**src/rtl/core/svs_pkg.sv**
```systemverilog
// Shared constants, codes and types of the supply voltage supervisor.
package svs_pkg;

    localparam int HYSTERESIS_MV     = 50;
    localparam int COUNTDOWN_SECONDS = 172800;

    localparam int MV_W       = 21;
    localparam int REM_W      = 18;
    localparam int DISP_W     = 6;
    localparam int CFG_IDX_W  = 3;
    localparam int CFG_DATA_W = 16;

    localparam logic [MV_W-1:0]  MV_MAX          = '1;
    localparam logic [21:0]      HYST_MV         = 22'(HYSTERESIS_MV);
    localparam logic [REM_W-1:0] COUNTDOWN_LOAD  = REM_W'(COUNTDOWN_SECONDS);
    localparam logic [29:0]      SAT_LIMIT       = 30'd209715200;
    localparam logic [26:0]      DIV100_RECIP    = 27'd85899346;
    localparam logic [14:0]      HOUR_RECIP      = 15'd18642;
    localparam logic [10:0]      MIN_RECIP       = 11'd1093;
    localparam logic [11:0]      SECS_PER_HOUR   = 12'd3600;
    localparam logic [5:0]       SECS_PER_MIN    = 6'd60;
    localparam logic [6:0]       HOURS_SHOWN_MAX = 7'd63;

    localparam logic [1:0] ST_NORMAL = 2'd0;
    localparam logic [1:0] ST_UNDER  = 2'd1;
    localparam logic [1:0] ST_LOW    = 2'd2;
    localparam logic [1:0] ST_CUT    = 2'd3;

    localparam logic [1:0] UV_NONE     = 2'd0;
    localparam logic [1:0] UV_COUNTING = 2'd1;
    localparam logic [1:0] UV_EXPIRED  = 2'd2;
    localparam logic [1:0] UV_LOW_CUT  = 2'd3;

    localparam logic [1:0] MARK_CLEAR       = 2'd0;
    localparam logic [1:0] MARK_FROM_NORMAL = 2'd1;
    localparam logic [1:0] MARK_FROM_LOW    = 2'd3;

    localparam logic [3:0] EV_NONE          = 4'd0;
    localparam logic [3:0] EV_NORMAL_CUT    = 4'd1;
    localparam logic [3:0] EV_NORMAL_LOW    = 4'd2;
    localparam logic [3:0] EV_NORMAL_UNDER  = 4'd3;
    localparam logic [3:0] EV_UNDER_NORMAL  = 4'd4;
    localparam logic [3:0] EV_UNDER_LOW     = 4'd5;
    localparam logic [3:0] EV_UNDER_CUT     = 4'd6;
    localparam logic [3:0] EV_LOW_NORMAL    = 4'd7;
    localparam logic [3:0] EV_LOW_UNDER     = 4'd8;
    localparam logic [3:0] EV_LOW_CUT       = 4'd9;
    localparam logic [3:0] EV_CUT_NORMAL    = 4'd10;
    localparam logic [3:0] EV_CUT_UNDER     = 4'd11;
    localparam logic [3:0] EV_CUT_LOW       = 4'd12;
    localparam logic [3:0] EV_STARTUP       = 4'd13;

    localparam logic REQ_SAMPLE = 1'b0;
    localparam logic REQ_TICK   = 1'b1;

    localparam logic [CFG_IDX_W-1:0] CFG_VOLT_UNDER = 3'd0;
    localparam logic [CFG_IDX_W-1:0] CFG_VOLT_LOW   = 3'd1;
    localparam logic [CFG_IDX_W-1:0] CFG_VOLT_CUT   = 3'd2;
    localparam logic [CFG_IDX_W-1:0] CFG_VOLT_START = 3'd3;
    localparam logic [CFG_IDX_W-1:0] CFG_REF_MV     = 3'd4;
    localparam logic [CFG_IDX_W-1:0] CFG_DIV_GAIN   = 3'd5;
    localparam logic [CFG_IDX_W-1:0] CFG_EIGHT_BIT  = 3'd6;

    localparam logic [15:0] RST_VOLT_UNDER = 16'd3300;
    localparam logic [15:0] RST_VOLT_LOW   = 16'd3000;
    localparam logic [15:0] RST_VOLT_CUT   = 16'd1000;
    localparam logic [15:0] RST_VOLT_START = 16'd3000;
    localparam logic [12:0] RST_REF_MV     = 13'd3300;
    localparam logic [14:0] RST_DIV_GAIN   = 15'd500;

    typedef struct packed {
        logic load;
        logic step1;
        logic step2;
        logic step3;
        logic step4;
        logic commit;
    } t_cmd;

    typedef struct packed {
        logic in_accept;
        logic out_free;
    } t_status;

    typedef struct packed {
        logic [1:0]        power_state;
        logic [MV_W-1:0]   measured_mv;
        logic [3:0]        transition_event;
        logic [1:0]        undervolt_flag;
        logic [1:0]        normal_to_under_mark;
        logic              valve_hold;
        logic              save_request;
        logic              reload_request;
        logic [DISP_W-1:0] hours_left;
        logic [DISP_W-1:0] minutes_left;
        logic [DISP_W-1:0] seconds_left;
    } t_result;

endpackage

```
**src/rtl/core/svs_ctrl.sv**
```systemverilog
// Sequencer that steps one item through the datapath and commits its result.
module svs_ctrl (
    input  logic             i_clk,
    input  logic             i_rst_n,
    input  svs_pkg::t_status i_status,
    output logic             o_idle,
    output svs_pkg::t_cmd    o_cmd
);

    localparam logic [2:0] S_IDLE   = 3'd0;
    localparam logic [2:0] S_STEP1  = 3'd1;
    localparam logic [2:0] S_STEP2  = 3'd2;
    localparam logic [2:0] S_STEP3  = 3'd3;
    localparam logic [2:0] S_STEP4  = 3'd4;
    localparam logic [2:0] S_COMMIT = 3'd5;

    logic [2:0] r_state;
    logic [2:0] n_state;

    always_comb begin
        n_state      = r_state;
        o_cmd        = '0;
        o_cmd.load   = i_status.in_accept;
        unique case (r_state)
            S_IDLE: begin
                if (i_status.in_accept) begin
                    n_state = S_STEP1;
                end
            end
            S_STEP1: begin
                o_cmd.step1 = 1'b1;
                n_state     = S_STEP2;
            end
            S_STEP2: begin
                o_cmd.step2 = 1'b1;
                n_state     = S_STEP3;
            end
            S_STEP3: begin
                o_cmd.step3 = 1'b1;
                n_state     = S_STEP4;
            end
            S_STEP4: begin
                o_cmd.step4 = 1'b1;
                n_state     = S_COMMIT;
            end
            S_COMMIT: begin
                if (i_status.out_free) begin
                    o_cmd.commit = 1'b1;
                    n_state      = S_IDLE;
                end
            end
            default: begin
                n_state = S_IDLE;
            end
        endcase
    end

    assign o_idle = (r_state == S_IDLE);

    always_ff @(posedge i_clk) begin
        if (!i_rst_n) begin
            r_state <= S_IDLE;
        end else begin
            r_state <= n_state;
        end
    end

endmodule

```
**src/rtl/core/svs_dpath.sv**
```systemverilog
// Scaling arithmetic, countdown display arithmetic and supervisor state update.
module svs_dpath (
    input  logic                             i_clk,
    input  logic                             i_rst_n,
    input  svs_pkg::t_cmd                    i_cmd,
    input  logic                             i_cfg_we,
    input  logic [svs_pkg::CFG_IDX_W-1:0]    i_cfg_index,
    input  logic [svs_pkg::CFG_DATA_W-1:0]   i_cfg_data,
    input  logic                             i_req_type,
    input  logic [9:0]                       i_adc_code,
    input  logic                             i_comm_busy,
    output svs_pkg::t_result                 o_result
);

    logic [15:0] r_volt_under;
    logic [15:0] r_volt_low;
    logic [15:0] r_volt_cut;
    logic [15:0] r_volt_start;
    logic [12:0] r_ref_mv;
    logic [14:0] r_div_gain;
    logic        r_eight_bit;

    logic [1:0]                      r_supply_state;
    logic                            r_started;
    logic [1:0]                      r_uv_code;
    logic [1:0]                      r_mark;
    logic                            r_valve;
    logic [svs_pkg::REM_W-1:0]       r_remaining;
    logic [svs_pkg::DISP_W-1:0]      r_shown_h;
    logic [svs_pkg::DISP_W-1:0]      r_shown_m;
    logic [svs_pkg::DISP_W-1:0]      r_shown_s;

    logic [1:0]                      n_supply_state;
    logic                            n_started;
    logic [1:0]                      n_uv_code;
    logic [1:0]                      n_mark;
    logic                            n_valve;
    logic [svs_pkg::REM_W-1:0]       n_remaining;
    logic [svs_pkg::DISP_W-1:0]      n_shown_h;
    logic [svs_pkg::DISP_W-1:0]      n_shown_m;
    logic [svs_pkg::DISP_W-1:0]      n_shown_s;

    logic        r_req_type;
    logic [9:0]  r_adc_code;
    logic        r_comm_busy;

    logic [22:0]               r_prod1;
    logic [29:0]               r_prod2;
    logic [39:0]               r_part_hi;
    logic [39:0]               r_part_lo;
    logic                      r_sat;
    logic [svs_pkg::MV_W-1:0]  r_mv;
    logic [6:0]                r_hq;
    logic [11:0]               r_rem_h;
    logic [5:0]                r_mq;
    logic [5:0]                r_sec;

    logic [14:0] w_shifted;
    logic [52:0] w_sum;
    logic [28:0] w_hprod;
    logic [17:0] w_rem;
    logic [19:0] w_mprod;
    logic [11:0] w_sec;

    logic [21:0] w_mv_ext;
    logic [21:0] w_mv_p;
    logic        w_le_under, w_le_low, w_le_cut;
    logic        w_gtp_under, w_gtp_low, w_gtm_cut;
    logic [3:0]  w_event;
    logic        w_save;
    logic        w_reload;

    always_ff @(posedge i_clk) begin
        if (!i_rst_n) begin
            r_volt_under <= svs_pkg::RST_VOLT_UNDER;
            r_volt_low   <= svs_pkg::RST_VOLT_LOW;
            r_volt_cut   <= svs_pkg::RST_VOLT_CUT;
            r_volt_start <= svs_pkg::RST_VOLT_START;
            r_ref_mv     <= svs_pkg::RST_REF_MV;
            r_div_gain   <= svs_pkg::RST_DIV_GAIN;
            r_eight_bit  <= 1'b0;
        end else if (i_cfg_we) begin
            unique case (i_cfg_index)
                svs_pkg::CFG_VOLT_UNDER: r_volt_under <= i_cfg_data;
                svs_pkg::CFG_VOLT_LOW:   r_volt_low   <= i_cfg_data;
                svs_pkg::CFG_VOLT_CUT:   r_volt_cut   <= i_cfg_data;
                svs_pkg::CFG_VOLT_START: r_volt_start <= i_cfg_data;
                svs_pkg::CFG_REF_MV:     r_ref_mv     <= i_cfg_data[12:0];
                svs_pkg::CFG_DIV_GAIN:   r_div_gain   <= i_cfg_data[14:0];
                svs_pkg::CFG_EIGHT_BIT:  r_eight_bit  <= i_cfg_data[0];
                default: begin
                end
            endcase
        end
    end

    assign w_shifted = r_eight_bit ? 15'(r_prod1 >> 8) : 15'(r_prod1 >> 10);
    assign w_sum     = {r_part_hi, 13'd0} + {13'd0, r_part_lo};
    assign w_hprod   = 29'(r_remaining[17:4]) * 29'(svs_pkg::HOUR_RECIP);
    assign w_rem     = r_remaining - 18'(r_hq) * 18'(svs_pkg::SECS_PER_HOUR);
    assign w_mprod   = 20'(r_rem_h[11:2]) * 20'(svs_pkg::MIN_RECIP);
    assign w_sec     = r_rem_h - 12'(r_mq) * 12'(svs_pkg::SECS_PER_MIN);

    always_ff @(posedge i_clk) begin
        if (i_cmd.load) begin
            r_req_type  <= i_req_type;
            r_adc_code  <= i_adc_code;
            r_comm_busy <= i_comm_busy;
        end
        if (i_cmd.step1) begin
            r_prod1 <= 23'(r_adc_code) * 23'(r_ref_mv);
            r_hq    <= w_hprod[28:22];
        end
        if (i_cmd.step2) begin
            r_prod2 <= 30'(w_shifted) * 30'(r_div_gain);
            r_rem_h <= w_rem[11:0];
        end
        if (i_cmd.step3) begin
            r_part_hi <= 40'(r_prod2[27:15]) * 40'(svs_pkg::DIV100_RECIP);
            r_part_lo <= 40'(r_prod2[14:2]) * 40'(svs_pkg::DIV100_RECIP);
            r_sat     <= (r_prod2 >= svs_pkg::SAT_LIMIT);
            r_mq      <= w_mprod[19:14];
        end
        if (i_cmd.step4) begin
            r_mv  <= r_sat ? svs_pkg::MV_MAX : w_sum[51:31];
            r_sec <= w_sec[5:0];
        end
    end

    assign w_mv_ext    = {1'b0, r_mv};
    assign w_mv_p      = w_mv_ext + svs_pkg::HYST_MV;
    assign w_le_under  = w_mv_p <= {6'd0, r_volt_under};
    assign w_le_low    = w_mv_p <= {6'd0, r_volt_low};
    assign w_le_cut    = w_mv_p <= {6'd0, r_volt_cut};
    assign w_gtp_under = w_mv_ext > ({6'd0, r_volt_under} + svs_pkg::HYST_MV);
    assign w_gtp_low   = w_mv_ext > ({6'd0, r_volt_low} + svs_pkg::HYST_MV);
    assign w_gtm_cut   = w_mv_p > {6'd0, r_volt_cut};

    always_comb begin
        n_supply_state = r_supply_state;
        n_started      = r_started;
        n_uv_code      = r_uv_code;
        n_mark         = r_mark;
        n_valve        = r_valve;
        n_remaining    = r_remaining;
        n_shown_h      = r_shown_h;
        n_shown_m      = r_shown_m;
        n_shown_s      = r_shown_s;
        w_event        = svs_pkg::EV_NONE;
        w_save         = 1'b0;
        w_reload       = 1'b0;

        if (r_req_type == svs_pkg::REQ_TICK) begin
            if (r_uv_code == svs_pkg::UV_COUNTING && r_supply_state == svs_pkg::ST_UNDER) begin
                if (r_remaining != '0) begin
                    n_shown_h   = (r_hq > svs_pkg::HOURS_SHOWN_MAX) ? 6'h3f : r_hq[5:0];
                    n_shown_m   = r_mq;
                    n_shown_s   = r_sec;
                    n_remaining = r_remaining - 18'd1;
                end else begin
                    n_remaining = '0;
                    n_shown_h   = '0;
                    n_shown_m   = '0;
                    n_shown_s   = '0;
                    n_uv_code   = svs_pkg::UV_EXPIRED;
                    n_valve     = 1'b1;
                end
            end else begin
                n_remaining = '0;
                n_shown_h   = '0;
                n_shown_m   = '0;
                n_shown_s   = '0;
            end
        end else if (!r_started) begin
            if (r_mv >= 21'(r_volt_start)) begin
                n_started = 1'b1;
                w_reload  = 1'b1;
                w_event   = svs_pkg::EV_STARTUP;
                if (r_mv > 21'(r_volt_under)) begin
                    n_supply_state = svs_pkg::ST_NORMAL;
                end else if (r_mv > 21'(r_volt_low)) begin
                    n_supply_state = svs_pkg::ST_UNDER;
                end else if (r_mv >= 21'(r_volt_cut)) begin
                    n_supply_state = svs_pkg::ST_LOW;
                end else begin
                    n_supply_state = svs_pkg::ST_CUT;
                end
                if (n_supply_state != svs_pkg::ST_NORMAL) begin
                    n_valve   = 1'b1;
                    n_uv_code = svs_pkg::UV_LOW_CUT;
                end else begin
                    n_valve   = 1'b0;
                    n_uv_code = svs_pkg::UV_NONE;
                end
            end
        end else begin
            case (r_supply_state)
                svs_pkg::ST_NORMAL: begin
                    if (w_le_cut) begin
                        n_supply_state = svs_pkg::ST_CUT;
                        n_valve        = 1'b1;
                        n_uv_code      = svs_pkg::UV_LOW_CUT;
                        w_event        = svs_pkg::EV_NORMAL_CUT;
                        w_save         = 1'b1;
                    end else if (w_le_low) begin
                        n_supply_state = svs_pkg::ST_LOW;
                        n_valve        = 1'b1;
                        n_uv_code      = svs_pkg::UV_LOW_CUT;
                        w_event        = svs_pkg::EV_NORMAL_LOW;
                        w_save         = 1'b1;
                    end else if (w_le_under && !r_comm_busy) begin
                        n_supply_state = svs_pkg::ST_UNDER;
                        n_mark         = svs_pkg::MARK_FROM_NORMAL;
                        n_remaining    = svs_pkg::COUNTDOWN_LOAD;
                        n_uv_code      = svs_pkg::UV_COUNTING;
                        w_event        = svs_pkg::EV_NORMAL_UNDER;
                    end
                end
                svs_pkg::ST_UNDER: begin
                    if (w_gtp_under) begin
                        n_supply_state = svs_pkg::ST_NORMAL;
                        n_mark         = svs_pkg::MARK_CLEAR;
                        n_valve        = 1'b0;
                        n_remaining    = '0;
                        n_shown_h      = '0;
                        n_shown_m      = '0;
                        n_shown_s      = '0;
                        n_uv_code      = svs_pkg::UV_NONE;
                        w_event        = svs_pkg::EV_UNDER_NORMAL;
                    end else if (w_le_low || w_le_cut) begin
                        n_supply_state = w_le_low ? svs_pkg::ST_LOW : svs_pkg::ST_CUT;
                        n_valve        = 1'b1;
                        n_remaining    = '0;
                        n_shown_h      = '0;
                        n_shown_m      = '0;
                        n_shown_s      = '0;
                        n_uv_code      = svs_pkg::UV_LOW_CUT;
                        w_event        = w_le_low ? svs_pkg::EV_UNDER_LOW
                                                  : svs_pkg::EV_UNDER_CUT;
                        w_save         = 1'b1;
                    end
                end
                svs_pkg::ST_LOW: begin
                    if (w_gtp_under) begin
                        n_supply_state = svs_pkg::ST_NORMAL;
                        w_reload       = 1'b1;
                        n_mark         = svs_pkg::MARK_CLEAR;
                        n_valve        = 1'b0;
                        n_remaining    = '0;
                        n_shown_h      = '0;
                        n_shown_m      = '0;
                        n_shown_s      = '0;
                        n_uv_code      = svs_pkg::UV_NONE;
                        w_event        = svs_pkg::EV_LOW_NORMAL;
                    end else if (w_gtp_low) begin
                        n_supply_state = svs_pkg::ST_UNDER;
                        n_mark         = svs_pkg::MARK_FROM_LOW;
                        w_reload       = 1'b1;
                        n_uv_code      = svs_pkg::UV_LOW_CUT;
                        w_event        = svs_pkg::EV_LOW_UNDER;
                    end else if (w_le_cut) begin
                        n_supply_state = svs_pkg::ST_CUT;
                        n_uv_code      = svs_pkg::UV_LOW_CUT;
                        w_event        = svs_pkg::EV_LOW_CUT;
                    end
                end
                default: begin
                    if (w_gtp_under) begin
                        n_supply_state = svs_pkg::ST_NORMAL;
                        w_reload       = 1'b1;
                        n_remaining    = '0;
                        n_shown_h      = '0;
                        n_shown_m      = '0;
                        n_shown_s      = '0;
                        n_mark         = svs_pkg::MARK_CLEAR;
                        n_valve        = 1'b0;
                        n_uv_code      = svs_pkg::UV_NONE;
                        w_event        = svs_pkg::EV_CUT_NORMAL;
                    end else if (w_gtp_low) begin
                        n_supply_state = svs_pkg::ST_UNDER;
                        n_mark         = svs_pkg::MARK_FROM_LOW;
                        w_reload       = 1'b1;
                        n_uv_code      = svs_pkg::UV_LOW_CUT;
                        w_event        = svs_pkg::EV_CUT_UNDER;
                    end else if (w_gtm_cut) begin
                        n_supply_state = svs_pkg::ST_LOW;
                        n_uv_code      = svs_pkg::UV_LOW_CUT;
                        w_event        = svs_pkg::EV_CUT_LOW;
                    end
                end
            endcase
        end
    end

    always_ff @(posedge i_clk) begin
        if (!i_rst_n) begin
            r_supply_state <= svs_pkg::ST_CUT;
            r_started      <= 1'b0;
            r_uv_code      <= svs_pkg::UV_NONE;
            r_mark         <= svs_pkg::MARK_CLEAR;
            r_valve        <= 1'b0;
            r_remaining    <= '0;
            r_shown_h      <= '0;
            r_shown_m      <= '0;
            r_shown_s      <= '0;
        end else if (i_cmd.commit) begin
            r_supply_state <= n_supply_state;
            r_started      <= n_started;
            r_uv_code      <= n_uv_code;
            r_mark         <= n_mark;
            r_valve        <= n_valve;
            r_remaining    <= n_remaining;
            r_shown_h      <= n_shown_h;
            r_shown_m      <= n_shown_m;
            r_shown_s      <= n_shown_s;
        end
    end

    always_comb begin
        o_result.power_state          = n_supply_state;
        o_result.measured_mv          = (r_req_type == svs_pkg::REQ_TICK) ? '0 : r_mv;
        o_result.transition_event     = w_event;
        o_result.undervolt_flag       = n_uv_code;
        o_result.normal_to_under_mark = n_mark;
        o_result.valve_hold           = n_valve;
        o_result.save_request         = w_save;
        o_result.reload_request       = w_reload;
        o_result.hours_left           = n_shown_h;
        o_result.minutes_left         = n_shown_m;
        o_result.seconds_left         = n_shown_s;
    end

endmodule

```
**src/rtl/core/supply_voltage_supervisor.sv**
```systemverilog
// Top level of the supply voltage supervisor: sequencer, datapath and result register.
//
// The input channel carries one item per handshake: either an ADC voltage
// sample or a one-second countdown tick. Every item yields exactly one result
// item on the output channel, in order. Thresholds, ADC reference, divider gain
// and shift select are written through a plain write port; the user must write
// them only while the block idles, and the block itself does not enforce it.
// A sample is scaled over four steps (product, gain, split reciprocal division
// by 100, saturation), and the supervisor state is updated in the commit step;
// ticks use the same steps for the hours and minutes split. An item is loaded,
// passes the four steps and is committed; the sequencer handles one item at a
// time. The result register frees the input side: a new item is accepted while
// the previous result still waits, and it is held at its commit step until the
// receiver takes that result. After the synchronous reset the supply state is
// cut, the supervisor is not started, every configuration register holds its
// default and no result is pending.
module supply_voltage_supervisor (
    input  logic                                i_clk,
    input  logic                                i_rst_n,
    input  logic                                i_in_valid,
    output logic                                o_in_ready,
    input  logic                                i_req_type,
    input  logic [9:0]                          i_adc_code,
    input  logic                                i_comm_busy,
    input  logic                                i_cfg_we,
    input  logic [svs_pkg::CFG_IDX_W-1:0]       i_cfg_index,
    input  logic [svs_pkg::CFG_DATA_W-1:0]      i_cfg_data,
    output logic                                o_out_valid,
    input  logic                                i_out_ready,
    output logic [1:0]                          o_power_state,
    output logic [svs_pkg::MV_W-1:0]            o_measured_mv,
    output logic [3:0]                          o_transition_event,
    output logic [1:0]                          o_undervolt_flag,
    output logic [1:0]                          o_normal_to_under_mark,
    output logic                                o_valve_hold,
    output logic                                o_save_request,
    output logic                                o_reload_request,
    output logic [svs_pkg::DISP_W-1:0]          o_hours_left,
    output logic [svs_pkg::DISP_W-1:0]          o_minutes_left,
    output logic [svs_pkg::DISP_W-1:0]          o_seconds_left
);

    svs_pkg::t_cmd    w_cmd;
    svs_pkg::t_status w_status;
    svs_pkg::t_result w_result;
    svs_pkg::t_result r_out;
    logic             r_out_valid;
    logic             w_idle;

    assign o_in_ready         = w_idle;
    assign w_status.in_accept = i_in_valid && w_idle;
    assign w_status.out_free  = !r_out_valid || i_out_ready;

    svs_ctrl u_ctrl (
        .i_clk    (i_clk),
        .i_rst_n  (i_rst_n),
        .i_status (w_status),
        .o_idle   (w_idle),
        .o_cmd    (w_cmd)
    );

    svs_dpath u_dpath (
        .i_clk       (i_clk),
        .i_rst_n     (i_rst_n),
        .i_cmd       (w_cmd),
        .i_cfg_we    (i_cfg_we),
        .i_cfg_index (i_cfg_index),
        .i_cfg_data  (i_cfg_data),
        .i_req_type  (i_req_type),
        .i_adc_code  (i_adc_code),
        .i_comm_busy (i_comm_busy),
        .o_result    (w_result)
    );

    always_ff @(posedge i_clk) begin
        if (!i_rst_n) begin
            r_out_valid <= 1'b0;
        end else if (w_cmd.commit) begin
            r_out_valid <= 1'b1;
        end else if (i_out_ready) begin
            r_out_valid <= 1'b0;
        end
    end

    always_ff @(posedge i_clk) begin
        if (w_cmd.commit) begin
            r_out <= w_result;
        end
    end

    assign o_out_valid            = r_out_valid;
    assign o_power_state          = r_out.power_state;
    assign o_measured_mv          = r_out.measured_mv;
    assign o_transition_event     = r_out.transition_event;
    assign o_undervolt_flag       = r_out.undervolt_flag;
    assign o_normal_to_under_mark = r_out.normal_to_under_mark;
    assign o_valve_hold           = r_out.valve_hold;
    assign o_save_request         = r_out.save_request;
    assign o_reload_request       = r_out.reload_request;
    assign o_hours_left           = r_out.hours_left;
    assign o_minutes_left         = r_out.minutes_left;
    assign o_seconds_left         = r_out.seconds_left;

    a_commit_needs_room: assert property (@(posedge i_clk) disable iff (!i_rst_n)
        w_cmd.commit |-> (!r_out_valid || i_out_ready))
        else $error("Result committed while the output register was occupied.");

    a_accept_blocks_input: assert property (@(posedge i_clk) disable iff (!i_rst_n)
        w_status.in_accept |=> !o_in_ready)
        else $error("Input stayed ready after an item was accepted.");

    a_startup_reloads: assert property (@(posedge i_clk) disable iff (!i_rst_n)
        (o_out_valid && o_transition_event == svs_pkg::EV_STARTUP) |-> o_reload_request)
        else $error("Start-up classification without a reload request.");

    a_save_reload_exclusive: assert property (@(posedge i_clk) disable iff (!i_rst_n)
        o_out_valid |-> !(o_save_request && o_reload_request))
        else $error("Save and reload requested by the same item.");

endmodule
```
**config.mk**
```make
export PLATFORM = sky130hd
export DESIGN_NAME = supply_voltage_supervisor
export DESIGN_NICKNAME = d
export VERILOG_FILES = /design/src/rtl/core/svs_pkg.sv /design/src/rtl/core/svs_ctrl.sv /design/src/rtl/core/svs_dpath.sv /design/src/rtl/core/supply_voltage_supervisor.sv
export SDC_FILE = /design/constraint.sdc
export NUM_CORES = 2
export LEC_CHECK = 0
export ABC_AREA = 0
export BUFFER_PORTS_ARGS = -buffer_cell sky130_fd_sc_hd__buf_4
export CAP_MARGIN = 20
export CORE_UTILIZATION = 60
export DETAILED_ROUTE_END_ITERATION = 10
export PLACE_DENSITY = 0.77
export SKIP_LAST_GASP = 1
export SLEW_MARGIN = 20
export SYNTH_ARGS = -nofsm -noshare
export SYNTH_HDL_FRONTEND = slang
export SYNTH_HIERARCHICAL = 1
export SYNTH_SLANG_ARGS = --single-unit
```
**constraint.sdc**
```tcl
create_clock -name i_clk -period 19.2 [get_ports i_clk]
set_input_delay 1.92 -clock i_clk [delete_from_list [all_inputs] [get_ports i_clk]]
set_output_delay 1.92 -clock i_clk [all_outputs]
set_load 0.005 [all_outputs]
```
==> key figures <==
Critical path
  – Critical path launch point: u_dpath/r_eight_bit
  – Cell-by-cell listing of the critical path: buf_4 -> mux2_2 -> and2_1 -> fa_1 -> inv_1 -> fa_1 -> inv_1 -> fa_1 -> fa_1 -> fa_1 -> inv_1 -> fa_1 -> inv_1 -> ha_1 -> a21o_1 -> a21oi_1 -> o21bai_1 -> a2111oi_0 -> a21oi_1 -> a21oi_1 -> a21oi_1 -> a21o_1 -> a21oi_1 -> xnor2_1
  – CP most frequent cell: fa_1
  – Delay contributed by the slowest stage of the critical path: 0.55 ns
  – Setup crit end kind: register
  – CP startpoint kind: register
  – Max stage delay cell, worst path: fa_1
  – Reg2Reg Launch Point: u_dpath/r_eight_bit
  – Kind of critical path: reg -> reg
  – Critical path endpoint: u_dpath/r_prod2[29]
  – Capturing point of the worst reg2reg path: u_dpath/r_prod2[29]
  – Data arrival at the endpoint of the critical path: between 7 and 8 ns
  – Largest driver fanout on the critical path: 33
  – CP Data Required Time: 19.52 ns
  – Minimum setup slack among reg-to-reg paths: about 12 ns
  – Worst Reg2Reg Path Length in Cells: 24

Synth
  – Proportion of synthesized flip-flops having asynchronous set or reset: 0%
  – Biggest area contributors in the synthesized netlist: fa_1 22%, ha_1 22%, edfxtp_1 16%
  – Fraction of synthesized cell area taken by the top area cell type: 22.1%
  – Net Count, Synth: 5636
  – Primary flip-flop cell chosen by synthesis mapping: edfxtp_1
  – Yosys warning total: 6
  – EDFF count, synth: 226
  – Post-Syn Area per Cell: between 9 and 10 µm²
  – Proportion of synthesized chip area in sequential cells: 22.2%
  – Mapped Cells: 4367
  – Most repeated cell in the gate-level netlist after synthesis: ha_1
  – Unique cell type count in the Yosys netlist: 95
  – Combined area of all synthesized cells: 43200 µm²
  – Leading post-synthesis cells by instance count: 756 x ha_1, 730 x inv_1, 477 x fa_1
  – Cell type with the highest aggregate area in the netlist: fa_1
  – Number of flip-flops and latches in the synthesized netlist: ~370

Timing
  – Setup-failing EPs final: 0
  – Slew Viols, Final: 0
  – Slew HR: 23.4%
  – Period Utilization, post-route: around 38%
  – Max Freq: 139 MHz
  – Setup tns final: 0 ns
  – Final Skew: between 0.02 and 0.025 ns
  – Post-route minimum period: 7.22 ns
  – Slew at the pin with the worst max-slew slack: around 1.1 ns
  – Hold Fails Final Rpt: 0
  – Setup repair after global routing missed its margin: no

CTS
  – Clock sinks: 367
  – Clk Tree Root Cell: clkbuf_16
  – Number of hold-repair buffers added at the cts stage: 0
  – TritonCTS clock tree: yes
  – Buffer depth of the longest clock path: 3
  – Skew-Pair Late Insertion Delay: 0.60 ns
  – Number of H-tree branching levels: 2
  – Inserted Clock Buffers: 43
  – Clk slew on worst S/H paths: 0.06 ns
  – Setup repair bufs after CTS: 0
  – Post-CTS Resized: 0

GRT
  – Overall track demand over capacity in global routing: 28.4%
  – Via count of the first global-routing pass: 31200
  – Maximum number of pins on one net before global-route repair: 79
  – Remaining global-route overflow: 0
  – First-pass GRT wire length: 166 mm
  – Initial antenna violation count: 1

Placed design
  – Routability congestion estimate from global placement: about 0.93
  – Detailed placer's ending HPWL: 81.2 mm
  – Port Buffer Count: 89

Drt
  – Average wire per cell in the routed design: between 15 and 20 µm
  – Routed via count: 31300
  – Starting DRT DRC Count: between 2000 and 2500
  – Vias per cell: 5.81
  – Post-route DRC: 0
  – Number of iterations in the first detailed-routing pass: 6
  – Total wire length: 102 mm
  – Number of antenna-violating nets in the routed design: 0

Floorplan
  – Top-Level Pins: 90
  – Initial core utilization: 60.6%
  – Rows: 98
  – Placeable core area: between 70000 and 80000 µm²
  – Horizontal die dimension: approximately 270 µm
  – Area enclosed by the die boundary: 73100 µm²
  – Die height: around 270 µm

Cells and area
  – Utilization of the core after routing: between 60 and 70%
  – Ratio of cells with drive above 1 in the final layout: 5.34%
  – Signed area change from the synthesized netlist to the final layout: 6.82%
  – Antenna Diode Count: 0
  – Number of fill cells in the layout: 5611
  – Number of nets in the finished design: 5670

Run status
  – Run status: finished, final reports clean

Job
  – Number of max-cap violations: 0

Min path
  – Hold path startpoint: u_dpath/r_rem_h[1]
  – Worst min path class: reg -> reg
## logic make-up after synthesis
| kind of cell | Yosys count | synth area share, % |
|---|---|---|
| AO/OA/AOI/OAI | 646 | 10.1 |
| XOR/XNOR | 167 | 3.38 |
| AND/OR/NAND/NOR | 1084 | 12.3 |
| buffers and inverters | 851 | 7.51 |
| multiplexers | 18 | 0.460 |
| adder cells (fa/ha/maj) | 1234 | 44.0 |
| flip-flops | 367 | 22.2 |
## metal layers
layer	track usage (%)	routed length, µm	vias up
met1	39.5	44300	15300
met2	46.5	48000	1121
met3	3.77	6850	192
met4	8.28	3060	0
li1	-	-	14700
met5	0	0	-
## how the worst min path moves through the flow
stage | endpoint | cells past startpoint
after floorplan | u_dpath/r_sec[0] | 0
after global placement | u_dpath/r_sec[1] | 0
after detailed placement | u_dpath/r_sec[1] | 0
after CTS | u_dpath/r_sec[1] | 0
after global routing | u_dpath/r_sec[1] | 0
final | u_dpath/r_sec[1] | 0
## sequential cells by signal (all words and copies together), names as in the netlist, 13 cells and up
name	count
u_dpath/r_volt_start	16
u_dpath/r_mv	21
u_dpath/r_prod1	15
u_dpath/r_part_hi	38
u_dpath/r_div_gain	15
u_dpath/r_prod2	30
u_dpath/r_part_lo	26
u_dpath/r_remaining	18
o_measured_mv	21
u_dpath/r_volt_cut	16
u_dpath/r_volt_under	16
u_dpath/r_volt_low	16
u_dpath/r_ref_mv	13
## area by class of cell
type	count	area [µm²]	area share, %
inverter	732	2750	5.95
sequential	367	9610	20.8
clock inverter	27	269	0.582
clock buffer	53	1140	2.48
timing repair buffer	108	811	1.76
tap	950	1190	2.57
multi-input combinational	3149	30400	65.9
## placed cells by master (no fill, tap or decap), types with 66 or more instances in the layout
cell and count:
a21o_1 66, a21oi_1 202, and2_1 179, buf_4 108, dfxtp_1 141, edfxtp_1 226
fa_1 477, ha_1 756, inv_1 730, nand2_1 438, nand3_1 75, nor2_1 126
o21ai_0 78, xnor2_1 127
## through the flow
| stage | hold slack, ns | instances | setup slack, ns | cell area (µm²) |
|---|---|---|---|---|
| after CTS | 0.419 | 5386 | 12.08 | 46200 |
| after floorplan | 0.400 | 4367 | 12.24 | 43200 |
| after detailed placement | 0.405 | 5306 | 12.10 | 44800 |
| after global placement | 0.405 | 5306 | 12.19 | 44800 |
| final | 0.419 | 5386 | 11.98 | 46200 |
| after global routing | 0.425 | 5386 | 11.75 | 46200 |
## worst max-delay path, delay by kind of cell (launching register included)
kind	cells	cell delay [ns]
mux	1	0.51
compound gates	9	1.80
buf+inv	5	0.53
flops	1	0.31
simple gates	1	0.23
fa+ha+maj	7	3.51
xor+xnor	1	0.08
Power is left out: the tool's default activity adds up to more than one toggle a clock period on the data nets, which glitch-free logic cannot reach.
